`config.mk`:
```
export PLATFORM = sky130hd
export DESIGN_NAME = sample_dma_buffer_cache_flat
export DESIGN_NICKNAME = d
export VERILOG_FILES = /design/src/hdl/sdbc_pkg.sv /design/src/hdl/sdbc_in_if.sv /design/src/hdl/sdbc_out_if.sv /design/src/hdl/sdbc_ctrl.sv /design/src/hdl/sdbc_dp.sv /design/src/hdl/sample_dma_buffer_cache.sv /design/src/flat_wrapper.sv
export SDC_FILE = /design/constraint.sdc
export NUM_CORES = 1
export LEC_CHECK = 0
export ABC_AREA = 1
export BUFFER_PORTS_ARGS = -buffer_cell sky130_fd_sc_hd__buf_4
export CORE_MARGIN = 3
export CORE_UTILIZATION = 60
export CTS_CLUSTER_DIAMETER = 50
export DETAILED_ROUTE_END_ITERATION = 8
export HOLD_SLACK_MARGIN = 0.08
export PLACE_DENSITY = 0.74
export SETUP_SLACK_MARGIN = 0.02
export SYNTH_ARGS = -nofsm -noshare
export SYNTH_HDL_FRONTEND = slang
export SYNTH_SLANG_ARGS = --single-unit
```
`constraint.sdc`:
```
create_clock -name clk_i -period 8.95 [get_ports clk_i]
set_clock_uncertainty 0.1 [all_clocks]
set_input_delay 1.79 -clock clk_i [delete_from_list [all_inputs] [get_ports clk_i]]
set_output_delay 1.79 -clock clk_i [all_outputs]
set_load 0.02 [all_outputs]
```
`src/hdl/sdbc_pkg.sv`:
```
// ---------------------------------------------------------------------------
// sdbc_pkg
// Shared types and constants of the sample buffer cache: field widths,
// action and status codes, and the controller/datapath command structs.
// ---------------------------------------------------------------------------
package sdbc_pkg;

  // payload field widths
  localparam int unsigned ADDR_W    = 32;
  localparam int unsigned LEN_W     = 16;
  localparam int unsigned DONE_W    = 5;
  localparam int unsigned IDX_OUT_W = 4;
  localparam int unsigned OFF_W     = 12;
  localparam int unsigned SLOT_W    = 4;

  // request kinds
  localparam logic ACT_REQ  = 1'b0;
  localparam logic ACT_TICK = 1'b1;

  // clears bit 0 of a transfer source address
  localparam logic [ADDR_W-1:0] EVEN_MASK = 32'hFFFF_FFFE;

  // result status codes
  typedef enum logic [1:0] {
    ST_HIT      = 2'd0,
    ST_RELOAD   = 2'd1,
    ST_FALLBACK = 2'd2
  } sdbc_status_e;

  // controller to datapath
  typedef struct packed {
    logic load;     // take the input beat into the request registers
    logic rd_en;    // read the entry table at rd_idx
    logic eval;     // compare the entry read last cycle
    logic age_wr;   // write back the aged entry read last cycle
    logic resolve;  // settle a miss: reload or fallback
    logic push;     // move the result into the output register
  } sdbc_cmd_t;

  // datapath to controller
  typedef struct packed {
    logic hit;       // evaluated entry holds the request range
    logic out_free;  // output register can take a result
  } sdbc_sts_t;

endpackage

```
`src/hdl/sdbc_in_if.sv`:
```
// ---------------------------------------------------------------------------
// sdbc_in_if
// Request channel: valid/ready handshake carrying one request or tick.
// ---------------------------------------------------------------------------
interface sdbc_in_if import sdbc_pkg::*; ();

  logic              valid;
  logic              ready;
  logic              action;
  logic [ADDR_W-1:0] address;
  logic [LEN_W-1:0]  length;
  logic [DONE_W-1:0] completed_count;

  modport source (
    output valid, action, address, length, completed_count,
    input  ready
  );

  modport sink (
    input  valid, action, address, length, completed_count,
    output ready
  );

endinterface

```
`src/hdl/sdbc_out_if.sv`:
```
// ---------------------------------------------------------------------------
// sdbc_out_if
// Result channel: valid/ready handshake carrying one lookup result.
// ---------------------------------------------------------------------------
interface sdbc_out_if import sdbc_pkg::*; ();

  logic                 valid;
  logic                 ready;
  sdbc_status_e         status;
  logic [IDX_OUT_W-1:0] entry_index;
  logic [OFF_W-1:0]     byte_offset;
  logic [ADDR_W-1:0]    transfer_source;
  logic [SLOT_W-1:0]    transfer_slot;

  modport source (
    output valid, status, entry_index, byte_offset, transfer_source, transfer_slot,
    input  ready
  );

  modport sink (
    input  valid, status, entry_index, byte_offset, transfer_source, transfer_slot,
    output ready
  );

endinterface

```
`src/hdl/sdbc_ctrl.sv`:
```
// ---------------------------------------------------------------------------
// sdbc_ctrl
// Sequencer of the buffer cache: accepts one beat at a time, walks the entry
// table one entry per cycle for a lookup or an aging sweep, and hands the
// result to the output register.
// ---------------------------------------------------------------------------
module sdbc_ctrl import sdbc_pkg::*; #(
  parameter  int unsigned ENTRIES = 16,
  localparam int unsigned IdxW    = $clog2(ENTRIES)
) (
  input  logic            clk_i,
  input  logic            rst_ni,
  input  logic            in_valid_i,
  input  logic            in_action_i,
  output logic            in_ready_o,
  input  sdbc_sts_t       sts_i,
  output sdbc_cmd_t       cmd_o,
  output logic [IdxW-1:0] rd_idx_o,
  output logic [IdxW-1:0] ev_idx_o
);

  localparam logic [IdxW-1:0] LastIdx = IdxW'(ENTRIES - 1);

  typedef enum logic [2:0] {
    S_IDLE,
    S_SCAN,
    S_RESOLVE,
    S_FINISH,
    S_AGE
  } state_e;

  state_e          state_q;
  logic [IdxW-1:0] idx_q;      // next entry to read
  logic            lag_q;      // a read issued last cycle is being looked at
  logic [IdxW-1:0] lag_idx_q;  // entry of that read
  logic            issued_q;   // every entry has been read

  // state and walk counters
  always_ff @(posedge clk_i or negedge rst_ni) begin
    if (!rst_ni) begin
      state_q   <= S_IDLE;
      idx_q     <= '0;
      lag_q     <= 1'b0;
      lag_idx_q <= '0;
      issued_q  <= 1'b0;
    end else begin
      unique case (state_q) inside
        S_IDLE: begin
          if (in_valid_i) begin
            idx_q    <= '0;
            lag_q    <= 1'b0;
            issued_q <= 1'b0;
            state_q  <= (in_action_i == ACT_TICK) ? S_AGE : S_SCAN;
          end
        end
        S_SCAN, S_AGE: begin
          // read one entry per cycle, look at it the cycle after
          if (!issued_q) begin
            lag_q     <= 1'b1;
            lag_idx_q <= idx_q;
            if (idx_q == LastIdx) begin
              issued_q <= 1'b1;
            end else begin
              idx_q <= idx_q + 1'b1;
            end
          end else begin
            lag_q <= 1'b0;
          end
          if (state_q == S_SCAN) begin
            if (lag_q && sts_i.hit) begin
              state_q <= S_FINISH;
            end else if (lag_q && (lag_idx_q == LastIdx)) begin
              state_q <= S_RESOLVE;
            end
          end else if (lag_q && (lag_idx_q == LastIdx)) begin
            state_q <= S_IDLE;
          end
        end
        S_RESOLVE: begin
          state_q <= S_FINISH;
        end
        S_FINISH: begin
          if (sts_i.out_free) begin
            state_q <= S_IDLE;
          end
        end
        default: begin
          state_q <= S_IDLE;
        end
      endcase
    end
  end

  // command decode
  always_comb begin
    cmd_o         = '0;
    cmd_o.load    = (state_q == S_IDLE) && in_valid_i;
    cmd_o.rd_en   = ((state_q == S_SCAN) || (state_q == S_AGE)) && !issued_q;
    cmd_o.eval    = (state_q == S_SCAN) && lag_q;
    cmd_o.age_wr  = (state_q == S_AGE) && lag_q;
    cmd_o.resolve = (state_q == S_RESOLVE);
    cmd_o.push    = (state_q == S_FINISH) && sts_i.out_free;
  end

  assign in_ready_o = (state_q == S_IDLE);
  assign rd_idx_o   = idx_q;
  assign ev_idx_o   = lag_idx_q;

endmodule

```
`src/hdl/sdbc_dp.sv`:
```
// ---------------------------------------------------------------------------
// sdbc_dp
// Datapath of the buffer cache: entry table memory with per-entry valid
// bits, window compare, oldest-entry tracking, transfer counters and the
// output register.
// ---------------------------------------------------------------------------
module sdbc_dp import sdbc_pkg::*; #(
  parameter  int unsigned ENTRIES      = 16,
  parameter  int unsigned BUFFER_BYTES = 2048,
  parameter  int unsigned AGE_BITS     = 16,
  localparam int unsigned IdxW         = $clog2(ENTRIES)
) (
  input  logic                 clk_i,
  input  logic                 rst_ni,
  input  sdbc_cmd_t            cmd_i,
  input  logic [IdxW-1:0]      rd_idx_i,
  input  logic [IdxW-1:0]      ev_idx_i,
  input  logic                 in_action_i,
  input  logic [ADDR_W-1:0]    in_address_i,
  input  logic [LEN_W-1:0]     in_length_i,
  input  logic [DONE_W-1:0]    in_completed_i,
  output sdbc_sts_t            sts_o,
  input  logic                 out_ready_i,
  output logic                 out_valid_o,
  output sdbc_status_e         out_status_o,
  output logic [IDX_OUT_W-1:0] out_index_o,
  output logic [OFF_W-1:0]     out_offset_o,
  output logic [ADDR_W-1:0]    out_source_o,
  output logic [SLOT_W-1:0]    out_slot_o
);

  localparam int unsigned RowW = ADDR_W + AGE_BITS;
  localparam int unsigned OutW = $clog2(ENTRIES + 1);
  localparam int unsigned CmpW = (OutW > DONE_W) ? OutW : DONE_W;
  localparam logic [AGE_BITS-1:0] AgeOne  = AGE_BITS'(1);
  localparam logic [AGE_BITS-1:0] AgeZero = '0;
  localparam logic [IdxW-1:0]     LastIdx = IdxW'(ENTRIES - 1);

  // entry table: {start, age} per row; an entry never written reads as reset
  logic [RowW-1:0]     mem_q [ENTRIES];
  logic [ENTRIES-1:0]  valid_q;
  logic [RowW-1:0]     rd_row_q;
  logic                rd_vld_q;

  logic [ADDR_W-1:0]   req_addr_q;
  logic [ADDR_W-1:0]   req_end_q;
  logic [IdxW-1:0]     best_idx_q;
  logic [AGE_BITS-1:0] best_age_q;
  logic [OutW-1:0]     outst_q;
  logic [IdxW-1:0]     slot_q;

  sdbc_status_e        res_status_q;
  logic [IdxW-1:0]     res_idx_q;
  logic [OFF_W-1:0]    res_off_q;
  logic [ADDR_W-1:0]   res_src_q;
  logic [IdxW-1:0]     res_slot_q;

  logic                out_valid_q;
  sdbc_status_e        out_status_q;
  logic [IDX_OUT_W-1:0] out_index_q;
  logic [OFF_W-1:0]    out_offset_q;
  logic [ADDR_W-1:0]   out_source_q;
  logic [SLOT_W-1:0]   out_slot_q;

  logic [ADDR_W-1:0]   start_eff;
  logic [AGE_BITS-1:0] age_eff;
  logic [AGE_BITS-1:0] age_inc;
  logic [ADDR_W-1:0]   win_end;
  logic [ADDR_W-1:0]   hit_off;
  logic [ADDR_W-1:0]   src;
  logic                hit;
  logic                reload;
  logic                wr_en;
  logic [IdxW-1:0]     wr_idx;
  logic [RowW-1:0]     wr_row;
  logic [CmpW-1:0]     done_ext;
  logic [CmpW-1:0]     outst_ext;
  logic                out_free;

  // entry read last cycle, reset value where never written
  assign start_eff = rd_vld_q ? rd_row_q[RowW-1:AGE_BITS] : '0;
  assign age_eff   = rd_vld_q ? rd_row_q[AGE_BITS-1:0] : AgeOne;
  assign age_inc   = (&age_eff) ? age_eff : age_eff + 1'b1;

  // window compare, ends taken modulo 2^32
  assign win_end = start_eff + ADDR_W'(BUFFER_BYTES);
  assign hit     = (start_eff <= req_addr_q) && (req_end_q <= win_end);
  assign hit_off = req_addr_q - start_eff;

  // miss handling
  assign reload = (best_age_q != AgeZero) && (outst_q < OutW'(ENTRIES));
  assign src    = req_addr_q & EVEN_MASK;

  // table write port
  always_comb begin
    wr_en  = 1'b0;
    wr_idx = ev_idx_i;
    wr_row = {start_eff, age_inc};
    if (cmd_i.eval && hit) begin
      wr_en  = 1'b1;
      wr_row = {start_eff, AgeZero};
    end else if (cmd_i.age_wr) begin
      wr_en  = 1'b1;
    end else if (cmd_i.resolve && reload) begin
      wr_en  = 1'b1;
      wr_idx = best_idx_q;
      wr_row = {src, AgeZero};
    end
  end

  // table memory, registered read
  always_ff @(posedge clk_i) begin
    if (wr_en) begin
      mem_q[wr_idx] <= wr_row;
    end
    if (cmd_i.rd_en) begin
      rd_row_q <= mem_q[rd_idx_i];
    end
  end

  // valid bits and registered valid of the read
  always_ff @(posedge clk_i or negedge rst_ni) begin
    if (!rst_ni) begin
      valid_q  <= '0;
      rd_vld_q <= 1'b0;
    end else begin
      if (wr_en) begin
        valid_q[wr_idx] <= 1'b1;
      end
      if (cmd_i.rd_en) begin
        rd_vld_q <= valid_q[rd_idx_i];
      end
    end
  end

  // request registers
  always_ff @(posedge clk_i) begin
    if (cmd_i.load) begin
      req_addr_q <= in_address_i;
      req_end_q  <= in_address_i + ADDR_W'(in_length_i);
    end
  end

  assign done_ext  = CmpW'(in_completed_i);
  assign outst_ext = CmpW'(outst_q);

  // oldest tracking, outstanding count and descriptor slot
  always_ff @(posedge clk_i or negedge rst_ni) begin
    if (!rst_ni) begin
      best_idx_q <= '0;
      best_age_q <= '0;
      outst_q    <= '0;
      slot_q     <= '0;
    end else begin
      if (cmd_i.load) begin
        best_idx_q <= '0;
        best_age_q <= '0;
        if (in_action_i == ACT_TICK) begin
          outst_q <= (done_ext >= outst_ext) ? '0 : OutW'(outst_ext - done_ext);
        end
      end
      if (cmd_i.eval && (age_eff > best_age_q)) begin
        best_idx_q <= ev_idx_i;
        best_age_q <= age_eff;
      end
      if (cmd_i.resolve && reload) begin
        outst_q <= outst_q + 1'b1;
        slot_q  <= (slot_q == LastIdx) ? '0 : slot_q + 1'b1;
      end
    end
  end

  // result staging
  always_ff @(posedge clk_i) begin
    if (cmd_i.eval && hit) begin
      res_status_q <= ST_HIT;
      res_idx_q    <= ev_idx_i;
      res_off_q    <= hit_off[OFF_W-1:0];
      res_src_q    <= '0;
      res_slot_q   <= '0;
    end else if (cmd_i.resolve) begin
      res_idx_q <= best_idx_q;
      if (reload) begin
        res_status_q <= ST_RELOAD;
        res_off_q    <= {{(OFF_W-1){1'b0}}, req_addr_q[0]};
        res_src_q    <= src;
        res_slot_q   <= slot_q;
      end else begin
        res_status_q <= ST_FALLBACK;
        res_off_q    <= '0;
        res_src_q    <= '0;
        res_slot_q   <= '0;
      end
    end
  end

  assign out_free = !out_valid_q || out_ready_i;

  // output register
  always_ff @(posedge clk_i or negedge rst_ni) begin
    if (!rst_ni) begin
      out_valid_q <= 1'b0;
    end else if (cmd_i.push) begin
      out_valid_q <= 1'b1;
    end else if (out_ready_i) begin
      out_valid_q <= 1'b0;
    end
  end

  always_ff @(posedge clk_i) begin
    if (cmd_i.push) begin
      out_status_q <= res_status_q;
      out_index_q  <= IDX_OUT_W'(res_idx_q);
      out_offset_q <= res_off_q;
      out_source_q <= res_src_q;
      out_slot_q   <= SLOT_W'(res_slot_q);
    end
  end

  assign sts_o.hit      = hit;
  assign sts_o.out_free = out_free;

  assign out_valid_o  = out_valid_q;
  assign out_status_o = out_status_q;
  assign out_index_o  = out_index_q;
  assign out_offset_o = out_offset_q;
  assign out_source_o = out_source_q;
  assign out_slot_o   = out_slot_q;

endmodule

```
`src/hdl/sample_dma_buffer_cache.sv`:
```
// ---------------------------------------------------------------------------
// sample_dma_buffer_cache
// Cache of sample buffers with oldest-entry replacement and transfer issue.
// ---------------------------------------------------------------------------
// in_i carries one beat per request (action 0) or frame tick (action 1).
// A request returns exactly one beat on out_o: hit, reload with a transfer
// descriptor, or fallback. A tick retires completed transfers, ages every
// entry and returns nothing.
// The entry table is a single-port-write memory walked one entry per cycle,
// so ENTRIES sets the timing: a request walks the table (an early hit ends
// the walk sooner), settles a miss and then moves its result into the
// output register; a tick walks the whole table. One beat is in work at a
// time; in_i.ready is high whenever the sequencer is idle, also while a
// finished result still waits on out_o.
// Reset empties the output register and marks every entry unwritten, so the
// table reads as start 0, age 1 at once with no clearing pass.
// When the receiver stalls, the result holds on out_o; a following result
// waits in the datapath until the output register frees.
// ---------------------------------------------------------------------------
module sample_dma_buffer_cache import sdbc_pkg::*; #(
  parameter int unsigned ENTRIES      = 16,
  parameter int unsigned BUFFER_BYTES = 2048,
  parameter int unsigned AGE_BITS     = 16
) (
  input  logic       clk_i,
  input  logic       rst_ni,
  sdbc_in_if.sink    in_i,
  sdbc_out_if.source out_o
);

  localparam int unsigned IdxW = $clog2(ENTRIES);

  sdbc_cmd_t       cmd;
  sdbc_sts_t       sts;
  logic [IdxW-1:0] rd_idx;
  logic [IdxW-1:0] ev_idx;

  // sequencer
  sdbc_ctrl #(
    .ENTRIES (ENTRIES)
  ) u_ctrl (
    .clk_i       (clk_i),
    .rst_ni      (rst_ni),
    .in_valid_i  (in_i.valid),
    .in_action_i (in_i.action),
    .in_ready_o  (in_i.ready),
    .sts_i       (sts),
    .cmd_o       (cmd),
    .rd_idx_o    (rd_idx),
    .ev_idx_o    (ev_idx)
  );

  // table, compare and output
  sdbc_dp #(
    .ENTRIES      (ENTRIES),
    .BUFFER_BYTES (BUFFER_BYTES),
    .AGE_BITS     (AGE_BITS)
  ) u_dp (
    .clk_i          (clk_i),
    .rst_ni         (rst_ni),
    .cmd_i          (cmd),
    .rd_idx_i       (rd_idx),
    .ev_idx_i       (ev_idx),
    .in_action_i    (in_i.action),
    .in_address_i   (in_i.address),
    .in_length_i    (in_i.length),
    .in_completed_i (in_i.completed_count),
    .sts_o          (sts),
    .out_ready_i    (out_o.ready),
    .out_valid_o    (out_o.valid),
    .out_status_o   (out_o.status),
    .out_index_o    (out_o.entry_index),
    .out_offset_o   (out_o.byte_offset),
    .out_source_o   (out_o.transfer_source),
    .out_slot_o     (out_o.transfer_slot)
  );

endmodule

```
`src/flat_wrapper.sv`:
```
// flat-port wrapper written by rule: the top's interface ports become plain ports
module sample_dma_buffer_cache_flat import sdbc_pkg::*;
#(
  parameter int unsigned ENTRIES      = 16,
  parameter int unsigned BUFFER_BYTES = 2048,
  parameter int unsigned AGE_BITS     = 16
)
  (clk_i, rst_ni, in_i_valid, in_i_action, in_i_address, in_i_length, in_i_completed_count, in_i_ready, out_o_valid, out_o_status, out_o_entry_index, out_o_byte_offset, out_o_transfer_source, out_o_transfer_slot, out_o_ready);
  sdbc_in_if in_i_i ();
  sdbc_out_if out_o_i ();
  input  logic clk_i;
  input  logic rst_ni;
  input wire logic [$bits(in_i_i.valid)-1:0] in_i_valid;
  input wire logic [$bits(in_i_i.action)-1:0] in_i_action;
  input wire logic [$bits(in_i_i.address)-1:0] in_i_address;
  input wire logic [$bits(in_i_i.length)-1:0] in_i_length;
  input wire logic [$bits(in_i_i.completed_count)-1:0] in_i_completed_count;
  output wire logic [$bits(in_i_i.ready)-1:0] in_i_ready;
  output wire logic [$bits(out_o_i.valid)-1:0] out_o_valid;
  output wire logic [$bits(out_o_i.status)-1:0] out_o_status;
  output wire logic [$bits(out_o_i.entry_index)-1:0] out_o_entry_index;
  output wire logic [$bits(out_o_i.byte_offset)-1:0] out_o_byte_offset;
  output wire logic [$bits(out_o_i.transfer_source)-1:0] out_o_transfer_source;
  output wire logic [$bits(out_o_i.transfer_slot)-1:0] out_o_transfer_slot;
  input wire logic [$bits(out_o_i.ready)-1:0] out_o_ready;
  assign in_i_i.valid = in_i_valid;
  assign in_i_i.action = in_i_action;
  assign in_i_i.address = in_i_address;
  assign in_i_i.length = in_i_length;
  assign in_i_i.completed_count = in_i_completed_count;
  assign in_i_ready = in_i_i.ready;
  assign out_o_valid = out_o_i.valid;
  assign out_o_status = out_o_i.status;
  assign out_o_entry_index = out_o_i.entry_index;
  assign out_o_byte_offset = out_o_i.byte_offset;
  assign out_o_transfer_source = out_o_i.transfer_source;
  assign out_o_transfer_slot = out_o_i.transfer_slot;
  assign out_o_i.ready = out_o_ready;
  sample_dma_buffer_cache #(.ENTRIES(ENTRIES), .BUFFER_BYTES(BUFFER_BYTES), .AGE_BITS(AGE_BITS)) u_core (.clk_i(clk_i), .rst_ni(rst_ni), .in_i(in_i_i), .out_o(out_o_i));
endmodule
```
==> metrics.txt, run 1 <==
status completed; worst vdd ir approximately 0.14 mV; final wirelength approximately 110 mm; CP endpoint kind flip-flop; CTS sink count 1046; CTS Root Cell clkbuf_16; Max Clock Freq ~170 MHz; row count a little under 100; Syn Std Cell Area roughly 44000 um^2; H-tree depth 3; Leak Pwr 16.3 nW; CP bufs+invs 4; Routed WL per cell between 20 and 25 um; worst-path fanout max 31; cts repair resizes 0; Worst R2R Setup Slack approximately 3000 ps; Die Height ~280 um; DRT antenna net count 0; worst-margin pin slew between 1000 and 1500 ps; most frequent cell after synthesis edfxtp_1; post-synthesis area per instance around 12 um^2; Num CTS Buffers around 110; Syn-to-layout area delta 12.4%; R2R depth 22; Cell Pwr Density 199 nW/um^2; Slew Limit Fails 0; Setup WS post-layout about 3000 ps; asr flop ratio synth 5.74%; first-pass GRT wire length 164 mm; postcts setup bufs 0; Placed Area around 46000 um^2; # DRC 0; Worst Path Arrival about 6200 ps; Seq/Total Area, Yosys ~69%; Hold EP u_core.u_dp.out_offset_o[11]; IO Port Bufs approximately 110; router iterations before antenna repair 7; commonest cells in the netlist 949 x edfxtp_1, 532 x nor2_1, 440 x o21ai_0, 377 x nand2_1, 249 x inv_1; TritonCTS clock tree built; maximum number of pins on one net before global-route repair about 190; Hold-fix buffers, CTS 0; dpl cells 4612; worst r2r src u_core.u_dp.rd_vld_q; crit-path max cell delay ~800 ps; GPL Wtd Cong just under 0.9; Finished Layout Cells ~4.8k; Cells after Synth 3688; # setup viols final 0; synth unique cells 53; post-route design area between 40000 and 50000 um^2; via count between 20k and 30k; Yosys top cell area share 64.3%; clock buffer depth 3; Die Span X approximately 280 um; Skew-Pair Late Insertion Delay about 670 ps; crit-path leading delay family simple AND/OR/NAND/NOR gates; kind of critical path flip-flop to flip-flop; via density per instance 6.09; Final Critical Period 5990 ps; hold path startpoint u_core.u_dp.res_off_q[11]; core box area 73100 um^2; r2r endpoint u_core.u_dp.mem_q[13][37]; Final Util 68.2%; max cap viols 0; final hold viol count 0; Syn Nets between 3k and 4k; share of cells above drive strength 1 a little over a tenth; slowest stage cell, crit path nor2_4; Primary FF master, synth edfxtp_1; crit-path cells nand2_1, inv_1, ha_1, nand3_1, nor2_2, nand3_2, nor3_2, nand2_1, nor3_2, xor2_1, inv_1, ha_1, nand4_1, nor3_1, and3_1, nand2_1, nand2_1, nand3_2, nand2_1, inv_2, nor2_4, buf_4; startpoint types flip-flop; Initial Util 60.7%; area leader, netlist edfxtp_1; CP most frequent cell nand2_1; hold depth 0; yosys warns 0; Starting DRT DRC Count between 3k and 4k; synthesized flop and latch total 1046; Hold Crit Class flip-flop to flip-flop; Setup WS pre-CTS 2890 ps; Required @ worst endpoint between 9000 and 10000 ps; Final Cycle Share roughly 67%; GR Overflow Total 0; worst hold slack 317 ps; largest cells by area after synthesis edfxtp_1 64%, o21ai_0 5.0%, nor2_1 4.5%; TNS Setup 0 ps; Final #Nets 3944; Die ar. 77200 um^2; Tot Pwr slightly below 10 mW; vias in the first global route between 20k and 30k; Post-synth EDFFs about 950; dpl hpwl 63.1 mm; Slew HR about an eighth; initial antenna violation count 2; RSZ-0062 raised after global routing false; GRT Total Usage 27.5%; io pins approximately 110; Clock Pin Slew Worst Setup and Hold Paths approximately 60 ps
routing by layer:
layer	GRT usage (%)	vias to the layer above	share of wire (%)
met1	39.8	14300	41
met5	0	-	0
met4	8.49	0	2.2
met3	4.47	164	9.5
li1	-	13500	-
met2	43.4	1484	47
layout make-up:
class	instances	area, um^2
clock inverter	69	728
multi-input combinational	2189	12000
clock buffer	138	2920
tap	959	1200
fill	5034	23300
sequential	1046	30800
timing repair buffer	157	1200
inverter	261	991
antenna	1	2.50
worst register-to-register path: cells and delay by family, from the launching register on:
kind,cells,cell delay [ps]
DFF,1,680
and+or+nand+nor,15,2970
buffers and inverters,4,1090
adders and majority gates,2,540
xor gates and xnor gates,1,190
state kept, by name, summed over array words and instances (netlist names), 5 cells and up:
signal and flops:
u_core.u_dp.mem_q 768, u_core.u_dp.rd_row_q 48, u_core.u_dp.req_addr_q 32, u_core.u_dp.req_end_q 32
u_core.u_dp.out_source_o 31, u_core.u_dp.res_src_q 31, u_core.u_dp.best_age_q 16, u_core.u_dp.valid_q 16
u_core.u_dp.out_offset_o 12, u_core.u_dp.res_off_q 12, u_core.u_dp.outst_ext 5
placed cells by master, fill, tap and decap left out, types with 5 or more instances in the layout:
| cell type | netlist | final |
|---|---|---|
| edfxtp_1 | 949 | 949 |
| nor2_1 | 532 | 513 |
| o21ai_0 | 440 | 440 |
| nand2_1 | 377 | 377 |
| inv_1 | 249 | 247 |
| buf_4 | 1 | 155 |
| nand3_1 | 154 | 154 |
| ha_1 | 117 | 117 |
| o22ai_1 | 111 | 111 |
| clkbuf_16 | 0 | 111 |
| a21oi_1 | 90 | 90 |
| o221ai_1 | 82 | 82 |
| dfrtp_1 | 60 | 56 |
| xor2_1 | 45 | 45 |
| a31oi_1 | 38 | 38 |
| dfxtp_1 | 37 | 37 |
| o21bai_1 | 42 | 34 |
| nor2_4 | 5 | 24 |
| clkbuf_1 | 162 | 23 |
| nand4_1 | 22 | 22 |
| o211ai_1 | 19 | 19 |
| nor3_1 | 17 | 17 |
| clkinv_1 | 4 | 17 |
| xnor2_1 | 15 | 15 |
| nand2_2 | 13 | 13 |
| inv_2 | 7 | 11 |
| o21ai_1 | 11 | 11 |
| inv_6 | 0 | 11 |
| clkinv_2 | 1 | 10 |
| clkinvlp_4 | 0 | 10 |
| bufinv_16 | 0 | 10 |
| o21bai_2 | 0 | 8 |
| nand3_2 | 6 | 6 |
| or2_2 | 6 | 6 |
| clkinv_4 | 0 | 6 |
| nor3_2 | 5 | 5 |
| a21o_1 | 5 | 5 |
worst max path at each step:
stage | startpoint | to | slack [ps] | depth (start not counted)
floorplan | u_core.u_dp.rd_vld_q | u_core.u_dp.mem_q[12][0] | 2520 | 27
CTS | u_core.u_dp.rd_vld_q | u_core.u_dp.mem_q[13][30] | 2890 | 22
global route | u_core.u_dp.rd_vld_q | u_core.u_dp.mem_q[12][36] | 2450 | 22
global placement | u_core.u_dp.rd_vld_q | u_core.u_dp.mem_q[13][31] | 2890 | 22
detailed placement | u_core.u_dp.rd_vld_q | u_core.u_dp.mem_q[12][35] | 2890 | 22
finish | u_core.u_dp.rd_vld_q | u_core.u_dp.mem_q[13][37] | 2960 | 22
kinds of logic (layout without fill, tap and decap cells):
group	count (synthesis)	after routing	share of synthesized area, %
AO/OA/AOI/OAI	852	852	11.2
XOR/XNOR	60	60	1.19
adder cells (fa/ha/maj)	120	120	3.44
buffers and inverters	453	625	3.95
flip-flops	1046	1046	69.3
other	1	2	0.00846
AND/OR/NAND/NOR	1156	1156	10.9
report_power, final:
part                   switching (mW)  internal (mW)
Clock                            1.93           2.63
Combinational                  0.0567         0.0426
Sequential     0.00000000000000000947           5.26
(Power assumes the default switching activity.)
==> run 2, diff against run 1 <==
- clock period: 8.95 -> 6 ns (I/O delays scaled with it)
==> run 2 against run 1 <==
Sequential share of layout area fell by 0.31 points. Final cell count rose by 0.44%. Core utilization rose by 0.34 points. Power rose by 48%. Fmax rose by 15%. Hold slack improved by 1.1 ps. Sequential power rose by 49%. Critical path type unchanged. Largest cell class unchanged.
==> metrics.txt, run 2 (synthesized netlist as in run 1, its figures left out) <==
status completed; max cap viols 0 (unchanged); # setup viols final 0 (unchanged); Setup WS post-layout 813 ps (-2150 ps); final hold viol count 0 (unchanged); internal power 11.7 mW (+48%); TritonCTS clock tree built; cts repair resizes 0 (unchanged); Setup crit start u_core.u_dp.rd_vld_q; Starting DRT DRC Count 3692 (+0.33%); Die ar. 77200 um^2 (unchanged); worst r2r src u_core.u_dp.rd_vld_q; Switching Fraction 20.3% (+0.24 points); Slew HR 27.7% (+16 points); maximum number of pins on one net before global-route repair 193 (+0.52%); via count 30.1k (+2.4%); worst-margin pin slew 1080 ps (-240 ps); postcts setup bufs 0 (unchanged); switching pwr 2.98 mW (+50%); GPL Wtd Cong 0.911 (+2.0%); DR top layer met4; max FFs per register 768 (unchanged); Final #Nets 3969 (+0.63%); Initial Util 60.7% (unchanged); Leak Pwr 16.5 nW (+1.1%); final wirelength 113 mm (+5.0%); via density per instance 6.21 (+1.9%); CTS Root Cell clkbuf_16; RSZ-0062 raised after global routing false; GRT Total Usage 28.9% (+1.4 points); Max Clock Freq 193 MHz (+15%); critical path capture point u_core.u_dp.mem_q[14][34]; IO Port Bufs 112 (unchanged); row count 99 (unchanged); kind of critical path flip-flop to flip-flop; Tot Pwr 14.7 mW (+48%); met2 WL post-DR 52.3 mm (+4.1%); router iterations before antenna repair 8 (+1); share of cells above drive strength 1 11.3% (+0.58 points); Final Critical Period 5190 ps (-799 ps); first-pass GRT wire length 171 mm (+4.4%); Setup WS pre-CTS 861 ps (-2030 ps); r2r endpoint u_core.u_dp.mem_q[14][34]; startpoint types flip-flop; Hold-fix buffers, CTS 0 (unchanged); Required @ worst endpoint 6230 ps (-2930 ps); commonest non-fill, non-tap cells in the layout 949 x edfxtp_1, 513 x nor2_1, 440 x o21ai_0, 377 x nand2_1, 247 x inv_1; Clock Pin Slew Worst Setup and Hold Paths 60 ps (about the same); io pins 114 (unchanged); Die Span X 278 um (unchanged); Hold Crit Class flip-flop to flip-flop; Num CTS Buffers 111 (unchanged); Cell Pwr Density 294 nW/um^2 (+47%); largest register by flop count u_core.u_dp.mem_q; H-tree depth 3 (unchanged); Clk pwr share 45.6% (-0.4 points); CTS sink count 1046 (unchanged); diodes inserted 0 (-1); dpl hpwl 67.4 mm (+6.8%); DRT antenna net count 0 (unchanged); core box area 73100 um^2 (unchanged); worst vdd ir 0.264 mV (+83%); Skew-Pair Late Insertion Delay 670 ps (about the same); # DRC 0 (unchanged); vias in the first global route 29.3k (+3.3%); leading cell type in the layout, fill and taps excluded edfxtp_1; met3 wire len 12.0 mm (+17%); initial antenna violation count 1 (-1); Worst R2R Setup Slack 810 ps (-2150 ps); Regs by FF count u_core.u_dp.mem_q x768, u_core.u_dp.rd_row_q x48; GR Overflow Total 0 (unchanged); Worst Path Arrival 5420 ps (-770 ps); CP endpoint kind flip-flop; Routed WL per cell 23.3 um (+4.6%); R2R depth 23 (+4.5%); Final Cycle Share 86.5% (+20 points); Syn-to-layout area delta 12.9%; combinational power share 1.0% (about the same); worst-path fanout max 39 (+26%); Die Height 278 um (unchanged); clock buffer depth 3 (unchanged); Sequential Power Share 53.4% (+0.4 points); Slew Limit Fails 0 (unchanged); met1 WL 45.7 mm (+2.7%)
## run 2: changes by cell type in the layout (fill, tap and decap cells not counted), sizes merged
cell,delta
bufinv,-2
diode,-1
clkinvlp,-5
clkbuf,-5
buf,+25
clkinv,+9
## run 2: worst max-delay path: stages, from the launching register on
cell and delay, ps:
dfrtp_2 380, buf_4 280, nand2_1 160, inv_2 120, nand3_1 150, nor2_2 200, nand3_2 110, nor3_2 180
nand2_1 130, nor3_2 170, nand2_1 90, xor2_1 150, ha_1 300, nand2_1 70, nor3_1 240, and3_1 220
nand2_1 60, nand2_1 230, nand3_2 170, nand2_1 130, inv_2 260, buf_12 260, nor2_4 300, buf_12 320
## run 2: area by class of cell
cell class                 count  area [um^2]
sequential                  1046        30800
fill                        4987        23000
multi-input combinational   2189        12000
clock buffer                 133         2880
timing repair buffer         182         1520
tap                          959         1200
inverter                     261          991
clock inverter                71          691
## run 2: worst min-delay path by stage
stage / start / end / slack [ps] / cells past startpoint
after global routing: u_core.u_dp.res_off_q[5] / u_core.u_dp.out_offset_o[5] / 330 / 0
final: u_core.u_dp.res_off_q[4] / u_core.u_dp.out_offset_o[4] / 320 / 0
after floorplan: u_core.u_dp.res_idx_q[0] / u_core.u_dp.out_index_o[0] / 300 / 0
after detailed placement: u_core.u_dp.res_off_q[4] / u_core.u_dp.out_offset_o[4] / 300 / 0
after global placement: u_core.u_dp.res_off_q[10] / u_core.u_dp.out_offset_o[10] / 300 / 0
after CTS: u_core.u_dp.res_off_q[2] / u_core.u_dp.out_offset_o[2] / 320 / 0
## run 2: power groups by stage
stage / clock (mW) / sequential [mW] / combinational, mW
final: 6.70 / 7.84 / 0.151
after global routing: 7.05 / 7.84 / 0.168
after CTS: 6.76 / 7.84 / 0.151
after detailed placement: 0 / 8.00 / 0.148
after global placement: 0 / 8.00 / 0.145
after floorplan: 0 / 8.00 / 0.0787
## run 2: routing by layer
metal | global-route usage [%] | up-vias
met5 | 0 | -
met4 | 8.57 | 0
met3 | 5.54 | 208
met2 | 44.9 | 1675
met1 | 41.9 | 14700
li1 | - | 13500
## run 2: stage by stage
step                      std cells  util (%)  instance area, um^2  setup TNS, ps  hold slack, ps
final                          4841      68.5                50100              0             318
after global routing           4841      68.5                50100              0             330
after detailed placement       4637      63.6                46500              0             305
after floorplan                3688         -                44300        -327460             300
after CTS                      4841      68.5                50100              0             316
after global placement         4637      63.6                46500              0             303
